[config.mk]
export PLATFORM = sky130hd
export DESIGN_NAME = otb_fifo
export DESIGN_NICKNAME = d
export VERILOG_FILES = /design/src/hw/rtl/otb_fifo.sv
export SDC_FILE = /design/constraint.sdc
export NUM_CORES = 1
export LEC_CHECK = 0
export BUFFER_PORTS_ARGS = -buffer_cell sky130_fd_sc_hd__buf_2
export CAP_MARGIN = 0
export CORE_MARGIN = 2
export CORE_UTILIZATION = 55
export CTS_CLUSTER_DIAMETER = 80
export DETAILED_ROUTE_END_ITERATION = 7
export PLACE_DENSITY = 0.84
export SYNTH_ARGS = -nofsm -noshare
export SYNTH_HDL_FRONTEND = slang
export SYNTH_SLANG_ARGS = --single-unit
[constraint.sdc]
create_clock -name clk -period 2.6 [get_ports clk]
set_input_delay 0.13 -clock clk [delete_from_list [all_inputs] [get_ports clk]]
set_output_delay 0.13 -clock clk [all_outputs]
set_load 0.005 [all_outputs]
[src/hw/rtl/otb_fifo.sv]
// Small synchronous FIFO used for the request and result queues.
module otb_fifo #(
  parameter int WIDTH = 8,
  parameter int DEPTH = 4
) (
  input  logic             clk,
  input  logic             rst_n,
  input  logic             push,
  input  logic [WIDTH-1:0] din,
  output logic             full,
  input  logic             pop,
  output logic [WIDTH-1:0] dout,
  output logic             empty
);
  localparam int AW = $clog2(DEPTH);

  logic [WIDTH-1:0] mem_r [DEPTH];
  logic [AW-1:0]    wp_r;
  logic [AW-1:0]    rp_r;
  logic [AW:0]      cnt_r;
  logic             do_push;
  logic             do_pop;

  assign full    = (cnt_r == (AW+1)'(DEPTH));
  assign empty   = (cnt_r == '0);
  assign do_push = push && !full;
  assign do_pop  = pop && !empty;
  assign dout    = mem_r[rp_r];

  always_ff @(posedge clk) begin
    if (!rst_n) begin
      wp_r  <= '0;
      rp_r  <= '0;
      cnt_r <= '0;
    end else begin
      if (do_push) wp_r <= wp_r + 1'b1;
      if (do_pop) rp_r <= rp_r + 1'b1;
      if (do_push && !do_pop) cnt_r <= cnt_r + 1'b1;
      else if (do_pop && !do_push) cnt_r <= cnt_r - 1'b1;
    end
  end

  always_ff @(posedge clk) begin
    if (do_push) mem_r[wp_r] <= din;
  end

endmodule

Word-level counts from Yosys, hierarchy flattened
Memories as Yosys holds them, arrays and structs flattened. A register that Yosys moved wholly into a read port is not among the register bits.
Cells that the tools add are included.
- add/subtract/negate cells: 4
- equality and inequality tests: 1
- muxes and demuxes: 6
- reductions and logical operators: 10
- operators by type and width (kind ; number):
    $mux 3 ; 2
    $add 2x1->2 const B ; 2
    $logic_and 1x1->1 ; 4
    $logic_not 1->1 ; 4
    $mux 2 ; 2
    $add 3x1->3 const B ; 1
    $eq 3x3->1 const B ; 1
    $logic_not 3->1 ; 1
    $sub 3x1->3 const B ; 1
    $mux 1 ; 2
    $reduce_bool 2->1 ; 1
- register bits: 7
- memory bits (writable): 32
- input port bits: 12
- output and inout bits: 10
- memories: 1
- memory list (memory ; words ; bits a word ; read ports ; clocked after Yosys merged registers in ; wr ports ; line ; source):
    mem_r ; 4 ; 8 ; 1 ; 1 ; 1 ; 17 ; logic [WIDTH-1:0] mem_r [DEPTH];

Longest topological paths before layout
- word-level depth: 7
- mapped depth: 9

Worst setup path before layout
OpenSTA, ideal clock, no wires.
- path type: flip-flop to flip-flop
- start point: register cnt_r[0]
- end point: register cnt_r[2]
- arrival: 1.946 ns
- required time: 2.530 ns
- path slack: 0.584 ns
- cell stages (with the launch flop): 10
- buffers on the path: 1
- clock period less this slack: 2.016 ns
- cells stage by stage: dfxtp_1 > nor3b_2 > nor2b_1 > buf_6 > ha_1 > inv_1 > fa_1 > xor2_1 > or3_1 > a21boi_1
- word-level cells in the longest chain between the ends: 6
- ends and longest elaborated chain (item ; line ; source):
    start: declaration ; 20 ; logic [AW:0] cnt_r;
    start signal: assignment ; 38 ; if (do_push && !do_pop) cnt_r <= cnt_r + 1'b1;
    start signal: assignment ; 39 ; else if (do_pop && !do_push) cnt_r <= cnt_r - 1'b1;
    $eq 3x3->1 (*) ; 24 ; assign full = (cnt_r == (AW+1)'(DEPTH));
    named net full ; 10 ; output logic full,
    $logic_not 1->1 (*) ; 26 ; assign do_push = push && !full;
    $logic_and 1x1->1 (*) ; 26 ;
    named net do_push ; 21 ; logic do_push;
    $logic_not 1->1 ; 39 ;
    $logic_and 1x1->1 ; 39 ;
    $reduce_bool 2->1 (no source line) ; - ;
Mark *: on every way through the listed nets, which the timed path passes. The rest lies on a longest branch. The select of a mux whose other input is x is not followed.
A chain may end at the register's enable or synchronous reset.

Worst setup path after layout
- start point: register cnt_r[1]
- end point: register cnt_r[2]
- word-level cells in the longest chain between the ends: 6
- ends and longest elaborated chain (item):
    branches (longest 6 deep; another with $sub 3x1->3)
Several ways; the timed one is not identified. The select of a mux whose other input is x is not followed.

==> impl_metrics.toml <==
[grt]
grt_first_pass_wirelength_um = 4140
top_usage_layer = "met2"
grt_overflow_total = 0
grt_pass1_vias = 865
met1_usage_pct = 20.06
grt_usage_pct = 17.55
grt_start_max_net_pins = 13
use_met2_pct = 29.53
grt.met3_usage_pct = 6.593
antenna_found_initial = 0

[clock_tree]
clk_latency_ns = 0.34
cts.sinks = 41
cts_tree = "built"
cts_made_buffers = 5
htree_levels = 2
cts_setup_buffers = 0
cts_buffer_depth = 2
cts_root_buf = "clkbuf_4"
path_clk_slew_ns = 0.11

[sta]
tightest_slew_ns = 0.5328
period_share_pct = 85.77
relSlewSlack_pct = 64.43
setup_tns_ns = 0
fmaxAchievable_mhz = 448.4
layout_min_cycle_time_ns = 2.230
rsz0062_at_grt = "false"
skew_ns = 0.01544
hold_viol = 0
setup_violations = 0
slew_viol_final = 0

[cells_and_area]
num_antenna_cells = 0
drive_above_1_share_pct = 30.65
multi_input_area_sq_um = 462.9
final_util_pct = 67.93
mostFrequentLayoutCells = "edfxtp_1, buf_2, dfxtp_1"
n_fill_cell = 208
final_nets = 141
final_common_cell = "edfxtp_1"
layout.cells.non_filler = 155
area_growth_pct = 16.26
regArea_sq_um = 1141

[synthesis]
avgSynthCellArea_sq_um = 18.21
synth_cell_types = 23
seq_area_frac_synth_pct = 69.62
ys_seq_elements = 41
yosysWarningCount = 0
yosys-top-cells-area = "edfxtp_1, dfxtp_1, mux4_2, ha_1, and2_1"
synth_top_cell_area_share_pct = 58.63
syn_nets = 108
synth_cells = 90
synth_top_area_cell = "edfxtp_1"
synth_area_sq_um = 1639

[placement]
gp_congestion = 0.5982
post-place-cells = 139
port_buffers = 21
hpwl_um = 1731

[floorplanning]
die_y_um = 58.59
core-area_sq_um = 2805
fp-row-count = 19
dieArea_sq_um = 3433
pin_count = 22
start_util_pct = 58.43
die_x_um = 58.59

[worst_setup_path]
worstPathCellList = "o31ai_2, ha_1, inv_1, fa_1, xor2_1, or3_1, a21boi_1"
r2r_setup_slack_ns = 0.37
path_max_fanout = 6
worstPathRequired_ns = 2.87
critPathKind = "flip-flop to flip-flop"
cpMaxStageDelayCell = "dfxtp_1"
worstReg2RegEnd = "cnt_r[2]$_SDFFE_PN0P_"
slowest_delay_ns = 0.40
startpoint_type = "flip-flop"
worstReg2RegStart = "cnt_r[1]$_SDFFE_PN0P_"
crit_arrival_ns = 2.50
r2r_cells = 7
worstSetupEndpointType = "flip-flop"

[pwr]
power_density_nw_per_um2 = 860.6
p_leak_nw = 0.6964
p_total_mw = 1.640
irDropWorstVdd_uv = 631.9

[drt]
drt_iter0_markers = 13
wl_um = 2509
wl_per_cell_um = 16.19
first_pass_iters = 6
postRouteAntennaNets = 0
vias_per_cell = 5.439
vias = 843
drcViolationCount = 2

[worst_hold_path]
holdPathEnd = "cnt_r[1]$_SDFFE_PN0P_"
min_path_type = "input pin to flip-flop"
min_path_cells = 2
hp-start = "rst_n"

[flow_run]
cap_violations = 0

[outcome]
violations = "design-rule violations"
status = "finished with violations"
==> Yosys cell counts <==
cell       n
edfxtp_1  32
dfxtp_1    9
and2_1     8
mux4_2     8
ha_1       5
nand2_1    4
inv_1      3
mux2i_1    3
xnor2_1    3
nor2b_1    2
a21boi_1   1
buf_1      1
buf_2      1
buf_6      1
clkbuf_1   1
fa_1       1
nor3_1     1
nor3b_2    1
o21ai_0    1
o311ai_1   1
o31ai_2    1
or3_1      1
xor2_1     1
==> metrics by stage <==
step	setup WS [ns]	hold WS, ns	area (sq um)
2_1_floorplan	0.5844	0.2289	1639
3_3_place_gp	0.5600	0.3408	1767
3_5_place_dp	0.4067	0.3529	1767
4_1_cts	0.3771	0.002176	1896
5_1_grt	0.2272	0.1040	1906
6_report	0.3699	0.1150	1906
==> cell type report <==
cell class	instances	share of cell area, %
clock buffer	8	3.086
inverter	3	0.5909
multi-input combinational	42	24.29
sequential	41	59.88
tap	31	2.035
timing repair buffer	30	10.11
==> worst max-delay path: cells and delay by family, from the launching register on <==
| family | cells | cell delay, ns |
|---|---|---|
| buffers and inverters | 1 | 0.07 |
| XOR/XNOR | 1 | 0.16 |
| AO/OA/AOI/OAI | 2 | 0.57 |
| AND/OR/NAND/NOR | 1 | 0.32 |
| flip-flops | 1 | 0.40 |
| adder cells (fa/ha/maj) | 2 | 0.64 |
==> sequential cells by signal (all words and copies together) (netlist names), named ones only <==
register,count
mem_r,32
cnt_r,3
wp_r,2
rp_r,2
==> cell families after synthesis <==
| kind of cell | Yosys count | synth area share (%) |
|---|---|---|
| adder cells (fa/ha/maj) | 6 | 5.038 |
| AND/OR/NAND/NOR | 17 | 6.183 |
| buffers and inverters | 7 | 2.137 |
| multiplexers | 11 | 12.82 |
| XOR/XNOR | 4 | 2.138 |
| AO/OA/AOI/OAI | 4 | 2.061 |
| flip-flops | 41 | 69.62 |
==> metal layers <==
metal / share of wire [%] / vias to the layer above
met1: 39 / 407
met5: 0 / -
met2: 52 / 29
li1: - / 401
met4: 2.2 / 0
met3: 6.3 / 6
==> what timing repair did <==
action | CTS | global route
endpoints found under the hold margin | 24 | 4
gates resized for setup | 0 | 0
hold buffers | 7 | 1
==> how the worst max path moves through the flow <==
stage                             to                  start  cells after the start
5_1_grt        cnt_r[2]$_SDFFE_PN0P_  cnt_r[0]$_SDFFE_PN0P_                      9
4_1_cts        cnt_r[2]$_SDFFE_PN0P_  cnt_r[1]$_SDFFE_PN0P_                      7
2_1_floorplan  cnt_r[2]$_SDFFE_PN0P_  cnt_r[0]$_SDFFE_PN0P_                      9
3_3_place_gp   cnt_r[2]$_SDFFE_PN0P_  cnt_r[0]$_SDFFE_PN0P_                      9
6_report       cnt_r[2]$_SDFFE_PN0P_  cnt_r[1]$_SDFFE_PN0P_                      7
3_5_place_dp   cnt_r[2]$_SDFFE_PN0P_  cnt_r[1]$_SDFFE_PN0P_                      7
==> where the power goes <==
part           switching [mW]  internal, mW  total (mW)
combinational           0.169         0.251       0.420
clock                   0.185         0.134       0.319
sequential             0.0958         0.806       0.901
total                   0.450          1.19        1.64
Note: power is estimated with default switching activity, not from simulation.
