==> config.mk <==
export PLATFORM = sky130hd
export DESIGN_NAME = otb_front
export DESIGN_NICKNAME = d
export VERILOG_FILES = /design/src/hw/rtl/otb_pkg.sv /design/src/hw/rtl/otb_fifo.sv /design/src/hw/rtl/otb_front.sv
export SDC_FILE = /design/constraint.sdc
export NUM_CORES = 1
export LEC_CHECK = 0
export BUFFER_PORTS_ARGS = -buffer_cell sky130_fd_sc_hd__buf_2
export CORE_MARGIN = 2
export CORE_UTILIZATION = 40
export CTS_CLUSTER_SIZE = 30
export DETAILED_ROUTE_END_ITERATION = 7
export GPL_ROUTABILITY_DRIVEN = 0
export SYNTH_ARGS = -nofsm -noshare
export SYNTH_HDL_FRONTEND = slang
export SYNTH_SLANG_ARGS = --single-unit
export TNS_END_PERCENT = 10
==> constraint.sdc <==
create_clock -name clk -period 2.4 [get_ports clk]
set_input_delay 0.36 -clock clk [delete_from_list [all_inputs] [get_ports clk]]
set_output_delay 0.36 -clock clk [all_outputs]
set_load 0.01 [all_outputs]
==> src/hw/rtl/otb_pkg.sv <==
// Shared types and constants of the Otsu threshold binarizer.
package otb_pkg;

  typedef enum logic [1:0] {
    OP_CNT,
    OP_LAST,
    OP_BIN
  } op_t;

  typedef struct packed {
    op_t        op;
    logic [7:0] grey;
  } cmd_t;

  typedef struct packed {
    logic       kind;
    logic [7:0] level;
    logic [7:0] grey_out;
  } res_t;

  typedef enum logic [3:0] {
    S_IDLE,
    S_DRAIN,
    S_SUM_RD,
    S_SUM_AC,
    S_T_RD,
    S_T_AC,
    S_T_CHK,
    S_P,
    S_Q,
    S_DIFF,
    S_NUM,
    S_DEN,
    S_LHS,
    S_RHS,
    S_NEXT,
    S_DONE
  } st_t;

  localparam logic KIND_LEVEL = 1'b0;
  localparam logic KIND_PIX   = 1'b1;

  localparam logic [7:0] PIX_HI   = 8'd255;
  localparam logic [7:0] PIX_LO   = 8'd0;
  localparam logic [7:0] LAST_BIN = 8'd255;
  localparam logic [7:0] LAST_CUT = 8'd254;

  localparam int CMDQ_DEPTH = 4;
  localparam int RESQ_DEPTH = 2;

endpackage

==> src/hw/rtl/otb_fifo.sv <==
// Small synchronous FIFO used for the request and result queues.
module otb_fifo #(
  parameter int WIDTH = 8,
  parameter int DEPTH = 4
) (
  input  logic             clk,
  input  logic             rst_n,
  input  logic             push,
  input  logic [WIDTH-1:0] din,
  output logic             full,
  input  logic             pop,
  output logic [WIDTH-1:0] dout,
  output logic             empty
);
  localparam int AW = $clog2(DEPTH);

  logic [WIDTH-1:0] mem_r [DEPTH];
  logic [AW-1:0]    wp_r;
  logic [AW-1:0]    rp_r;
  logic [AW:0]      cnt_r;
  logic             do_push;
  logic             do_pop;

  assign full    = (cnt_r == (AW+1)'(DEPTH));
  assign empty   = (cnt_r == '0);
  assign do_push = push && !full;
  assign do_pop  = pop && !empty;
  assign dout    = mem_r[rp_r];

  always_ff @(posedge clk) begin
    if (!rst_n) begin
      wp_r  <= '0;
      rp_r  <= '0;
      cnt_r <= '0;
    end else begin
      if (do_push) wp_r <= wp_r + 1'b1;
      if (do_pop) rp_r <= rp_r + 1'b1;
      if (do_push && !do_pop) cnt_r <= cnt_r + 1'b1;
      else if (do_pop && !do_push) cnt_r <= cnt_r - 1'b1;
    end
  end

  always_ff @(posedge clk) begin
    if (do_push) mem_r[wp_r] <= din;
  end

endmodule

==> src/hw/rtl/otb_front.sv <==
// Front end: classifies incoming pixel requests and queues them.
module otb_front import otb_pkg::*; (
  input  logic       clk,
  input  logic       rst_n,
  input  logic       push,
  input  logic       func,
  input  logic [7:0] grey,
  input  logic       last,
  output logic       full,
  input  logic       cmd_pop,
  output cmd_t       cmd,
  output logic       cmd_empty
);
  cmd_t cmd_in;

  always_comb begin
    cmd_in.grey = grey;
    if (func) cmd_in.op = OP_BIN;
    else if (last) cmd_in.op = OP_LAST;
    else cmd_in.op = OP_CNT;
  end

  otb_fifo #(
    .WIDTH($bits(cmd_t)),
    .DEPTH(CMDQ_DEPTH)
  ) u_cmdq (
    .clk  (clk),
    .rst_n(rst_n),
    .push (push),
    .din  (cmd_in),
    .full (full),
    .pop  (cmd_pop),
    .dout (cmd),
    .empty(cmd_empty)
  );

endmodule

# After elaboration in Yosys (flattened, before gate mapping)
# Memory sizes are Yosys's and may differ from the RTL's. A register that Yosys moved wholly into a read port is not among the register bits.
# Index checks and enable logic that the tools add are counted.
[word_totals] register_bits=7 ramBits=40 input_bits=14 word_cells=27 memories=1
[classes] add_sub_neg=4 n_eq_ne=1 n_mux=8 reduce_logical=10
[memory_table] memory="u_cmdq.mem_r" words=4 word_bits=10 rd=1 rd_clocked_by_memory_dff=1 wr=1 line="otb_fifo.sv:17" rtl="logic [WIDTH-1:0] mem_r [DEPTH];"
[ops] operator="$mux 2" n=3
[ops] operator="$mux 3" n=2
[ops] operator="$add 2x1->2 const B" n=2
[ops] operator="$logic_and 1x1->1" n=4
[ops] operator="$logic_not 1->1" n=4
[ops] operator="$add 3x1->3 const B" n=1
[ops] operator="$eq 3x3->1 const B" n=1
[ops] operator="$logic_not 3->1" n=1
[ops] operator="$mux 1" n=3
[ops] operator="$sub 3x1->3 const B" n=1
[ops] operator="$reduce_bool 2->1" n=1

# Longest topological paths before layout
[depth] depth_word=7 ltp_mapped=9 ltp_nobuf=8

# Hierarchy
# Synthesis repeated with hierarchy kept, for this count alone.
[hier_totals] hier_cells=101 area_unflattened_um2=1938.1
[modules_own_cells] mod="otb_fifo" instances=1 cells_per_inst=100 area_each_um2=1924.3 seq_area_each_um2=1381.3
[modules_own_cells] mod="otb_front" instances=1 cells_per_inst=1 area_each_um2=13.8 seq_area_each_um2=0.0

# Worst setup path before layout
# No wires, ideal clock.
[synth_path] path_type="register -> register" from="reg u_cmdq.cnt_r[0]" to="reg u_cmdq.cnt_r[2]" setup_ps=70 t_arrival_ps=1964 required_time_ps=2330 slack_ps=366 stages_incl_launch_ff=10 path_buffers=1 path_cell_list="dfxtp_1 -> nor3b_2 -> nor2b_1 -> buf_6 -> ha_1 -> inv_1 -> fa_1 -> xor2_1 -> or3_1 -> a21boi_1"
[synth_via] elab_chain_len=6 elab_cells_between_ends=15 cone_classes="add/sub (2); eq/ne (1); mux (2); reduce/logical (10)"
[synth_rtl] element="from (decl)" line="otb_fifo.sv:20" rtl="logic [AW:0] cnt_r;"
[synth_rtl] element="from (signal assigned)" line="otb_fifo.sv:38" rtl="if (do_push && !do_pop) cnt_r <= cnt_r + 1'b1;"
[synth_rtl] element="from (signal assigned)" line="otb_fifo.sv:39" rtl="else if (do_pop && !do_push) cnt_r <= cnt_r - 1'b1;"
[synth_rtl] element="$eq 3x3->1 (*)" line="otb_fifo.sv:24" rtl="assign full = (cnt_r == (AW+1)'(DEPTH));"
[synth_rtl] element="via full" line="otb_front.sv:9" rtl="output logic full,"
[synth_rtl] element="$logic_not 1->1 (*)" line="otb_fifo.sv:26" rtl="assign do_push = push && !full;"
[synth_rtl] element="$logic_and 1x1->1 (*)" line="otb_fifo.sv:26"
[synth_rtl] element="via u_cmdq.do_push" line="otb_fifo.sv:21" rtl="logic do_push;"
[synth_rtl] element="$logic_not 1->1" line="otb_fifo.sv:39"
[synth_rtl] element="$logic_and 1x1->1" line="otb_fifo.sv:39"
[synth_rtl] element="$reduce_bool 2->1 (no source line)"
# Mark *: on every way through the listed nets, which the timed path passes. The rest lies on a longest branch. The select of a mux whose other input is x is not followed.
# A chain may end at the register's enable or synchronous reset.

# Worst setup path after layout
[layout_path] from="reg u_cmdq.cnt_r[0]" to="reg u_cmdq.cnt_r[2]"
[layout_via] elab_chain_len=6 elab_cells_between_ends=15 cone_classes="add/sub (2); eq/ne (1); mux (2); reduce/logical (10)"
[layout_rtl] element="parallel branches: the longest is 6 deep, another holds $sub 3x1->3"
# Several ways; the timed one is not identified. The select of a mux whose other input is x is not followed.

==> qor.csv <==
metric,value,unit
layout-drive-gt1-share,34.85,%
critPathArrivalTime,2290,ps
htreeDepth,2,
grt.overflow.total,0,
synth_most_common_cell,edfxtp_1,
clock.fmax,485.9,MHz
stdcell_count,186,
cts.path.max_buffers,2,
post-cts-setup-buffers,0,
power,0.002298,W
synthArstFlopShare,0,%
num_io_pins,26,
cts_tree,done,
hold_class,primary input to flip-flop,
syn-mean-instance-area,19.11,um2
drt_iter0_markers,44,
highest_layer,met4,
worst_ir_drop_vdd,0.3851,mV
tns,0,ps
fin_ws,342.0,ps
p_comb_share,25.8,%
start_util,41.15,%
grt_pass1_vias,950,
ys_seq_area_share,71.55,%
clock_skew,4.152,ps
tightest_slew,525.7,ps
leakage,0.7969,nW
antennaDiodeCount,0,
holdWs,277.7,ps
slew_headroom,64.96,%
cp_max_fo,6,
area_growth,15.55,%
die_y,73.48,um
post-route-period-util,85.75,%
ant_nets,0,
ctsHoldBuffers,0,
synthCells,101,
cts-root-buf,clkbuf_8,
dieArea,5399,um2
p_int,0.001694,W
die_x,73.48,um
synth_edf_count,40,
crit_type,flip-flop to flip-flop,
synth_area,1931,um2
cts_made_buffers,5,
path_clk_slew,80,ps
placed_cells,178,
ys_types,22,
max_cap_viol_count,0,
slew_viol_final,0,
finalWirelength,2.889,mm
yosysWarnings,0,
synth.top_cell.area_share,62.22,%
grtUsageTotal,12.27,%
power.density,1030,nW/um2
worstSetupEndpointType,flip-flop,
dr_total_vias,909,
p_seq_share,48.5,%
p_sw,0.0006041,W
min_period,2058,ps
hold_violations,0,
setup_viol,0,
via_per_inst,4.887,
drcViolationCount,0,
cts_sinks,49,
grt_pass1_wl,4.602,mm
synthTopCellsByCount,"edfxtp_1 (40), mux4_2 (10), dfxtp_1 (9)",
fp-row-count,25,
ys_top_cells_by_area,"edfxtp_1 (62%), mux4_2 (12%), dfxtp_1 (9.3%), ha_1 (3.2%), and2_1 (2.6%)",
power_switching_share,26.28,%
dr.pass1.iters,4,
nets,151,
place_ws,303.8,ps
m1WireLength,1.232,mm
synthFlopType,edfxtp_1,
coreArea,4692,um2
yosys_register_bits,49,
critical_path_required,2630,ps
syn-num-nets,121,
dr_wl_met2,1.492,mm
start_kind,flip-flop,
clockPowerShare,25.6,%
wl_met3,144,um
synth_top_cell_by_area,edfxtp_1,
hpwl,1.931,mm
status,"finished, final reports clean",
io_buffers,25,
rsz0062_at_grt,no,
worstSkewPairLatency,290,ps
antenna_found_initial,0,
grt_max_degree,15,
wire_per_inst,15.53,um
cts_resized,0,
layout by cell type (no fill, tap or decap):
cell type / netlist / final
nand2_1: 4 / 4
o311ai_1: 1 / 1
ha_1: 5 / 5
o31ai_2: 1 / 1
dfxtp_1: 9 / 9
a21boi_1: 1 / 1
nor2b_1: 3 / 3
nor3_1: 1 / 1
and2_1: 8 / 8
fa_1: 1 / 1
xor2_1: 1 / 1
bufinv_16: 0 / 1
inv_1: 3 / 3
buf_4: 0 / 2
buf_2: 1 / 25
edfxtp_1: 40 / 40
xnor2_1: 3 / 3
mux2i_1: 3 / 3
or3_1: 1 / 1
nor3b_2: 1 / 1
clkbuf_1: 2 / 1
o21ai_0: 1 / 1
clkbuf_8: 0 / 6
mux4_2: 10 / 10
stage by stage:
stage                     utilization (%)  instance area (um2)
after floorplan                         -                 1931
after global placement              45.07                 2115
after detailed placement            45.07                 2115
after CTS                           47.55                 2231
after global routing                47.55                 2231
final                               47.55                 2231
critical path, cell delays in order (launching register included):
cell and delay (ps):
dfxtp_1 390, o31ai_2 330, ha_1 240, inv_1 60
fa_1 370, xor2_1 160, or3_1 310, a21boi_1 130
final timing paths:
check	startpoint	end	slack [ps]	cells after the start
max	u_cmdq.cnt_r[0]$_SDFFE_PN0P_	u_cmdq.cnt_r[2]$_SDFFE_PN0P_	340	7
min	grey[6]	u_cmdq.mem_r[0][6]$_DFFE_PP_	280	1
max reg2reg	u_cmdq.cnt_r[0]$_SDFFE_PN0P_	u_cmdq.cnt_r[2]$_SDFFE_PN0P_	340	7
min reg2reg	u_cmdq.wp_r[1]$_SDFFE_PN0P_	u_cmdq.wp_r[1]$_SDFFE_PN0P_	510	2
power groups by stage:
stage	clock network [W]	logic, W	registers (W)
global route	0.000644	0.000666	0.00113
floorplan	0	0.000441	0.00111
global placement	0	0.000598	0.00113
finish	0.000589	0.000594	0.00112
CTS	0.000611	0.000613	0.00112
detailed placement	0	0.000614	0.00114
per-layer routing:
metal / vias up / GRT usage (%)
met4: 0 / 5.455
met5: - / 0
met2: 16 / 19.94
met3: 2 / 5.350
li1: 445 / -
met1: 446 / 14.00
area by class of cell:
type | count | area [um2]
Timing Repair Buffer | 27 | 140.1
Clock buffer | 7 | 86.33
Clock inverter | 1 | 30.03
Inverter | 3 | 11.26
Fill cell | 427 | 2461
Multi-Input combinational cell | 45 | 514.2
Tap cell | 54 | 67.56
Sequential cell | 49 | 1381
cells by family after synthesis:
logic type / count (synthesis) / synth area share [%]
adder cells (fa/ha/maj): 6 / 4.277
XOR/XNOR: 4 / 1.815
flip-flops: 49 / 71.55
buffers and inverters: 7 / 1.814
multiplexers: 13 / 13.22
AO/OA/AOI/OAI: 4 / 1.750
AND/OR/NAND/NOR: 18 / 5.573
state kept, by name, summed over array words and instances, names as in the netlist, named ones only:
register,count
u_cmdq.rp_r,2
u_cmdq.wp_r,2
u_cmdq.mem_r,40
u_cmdq.cnt_r,3
Power figures use the tool's default switching activity.
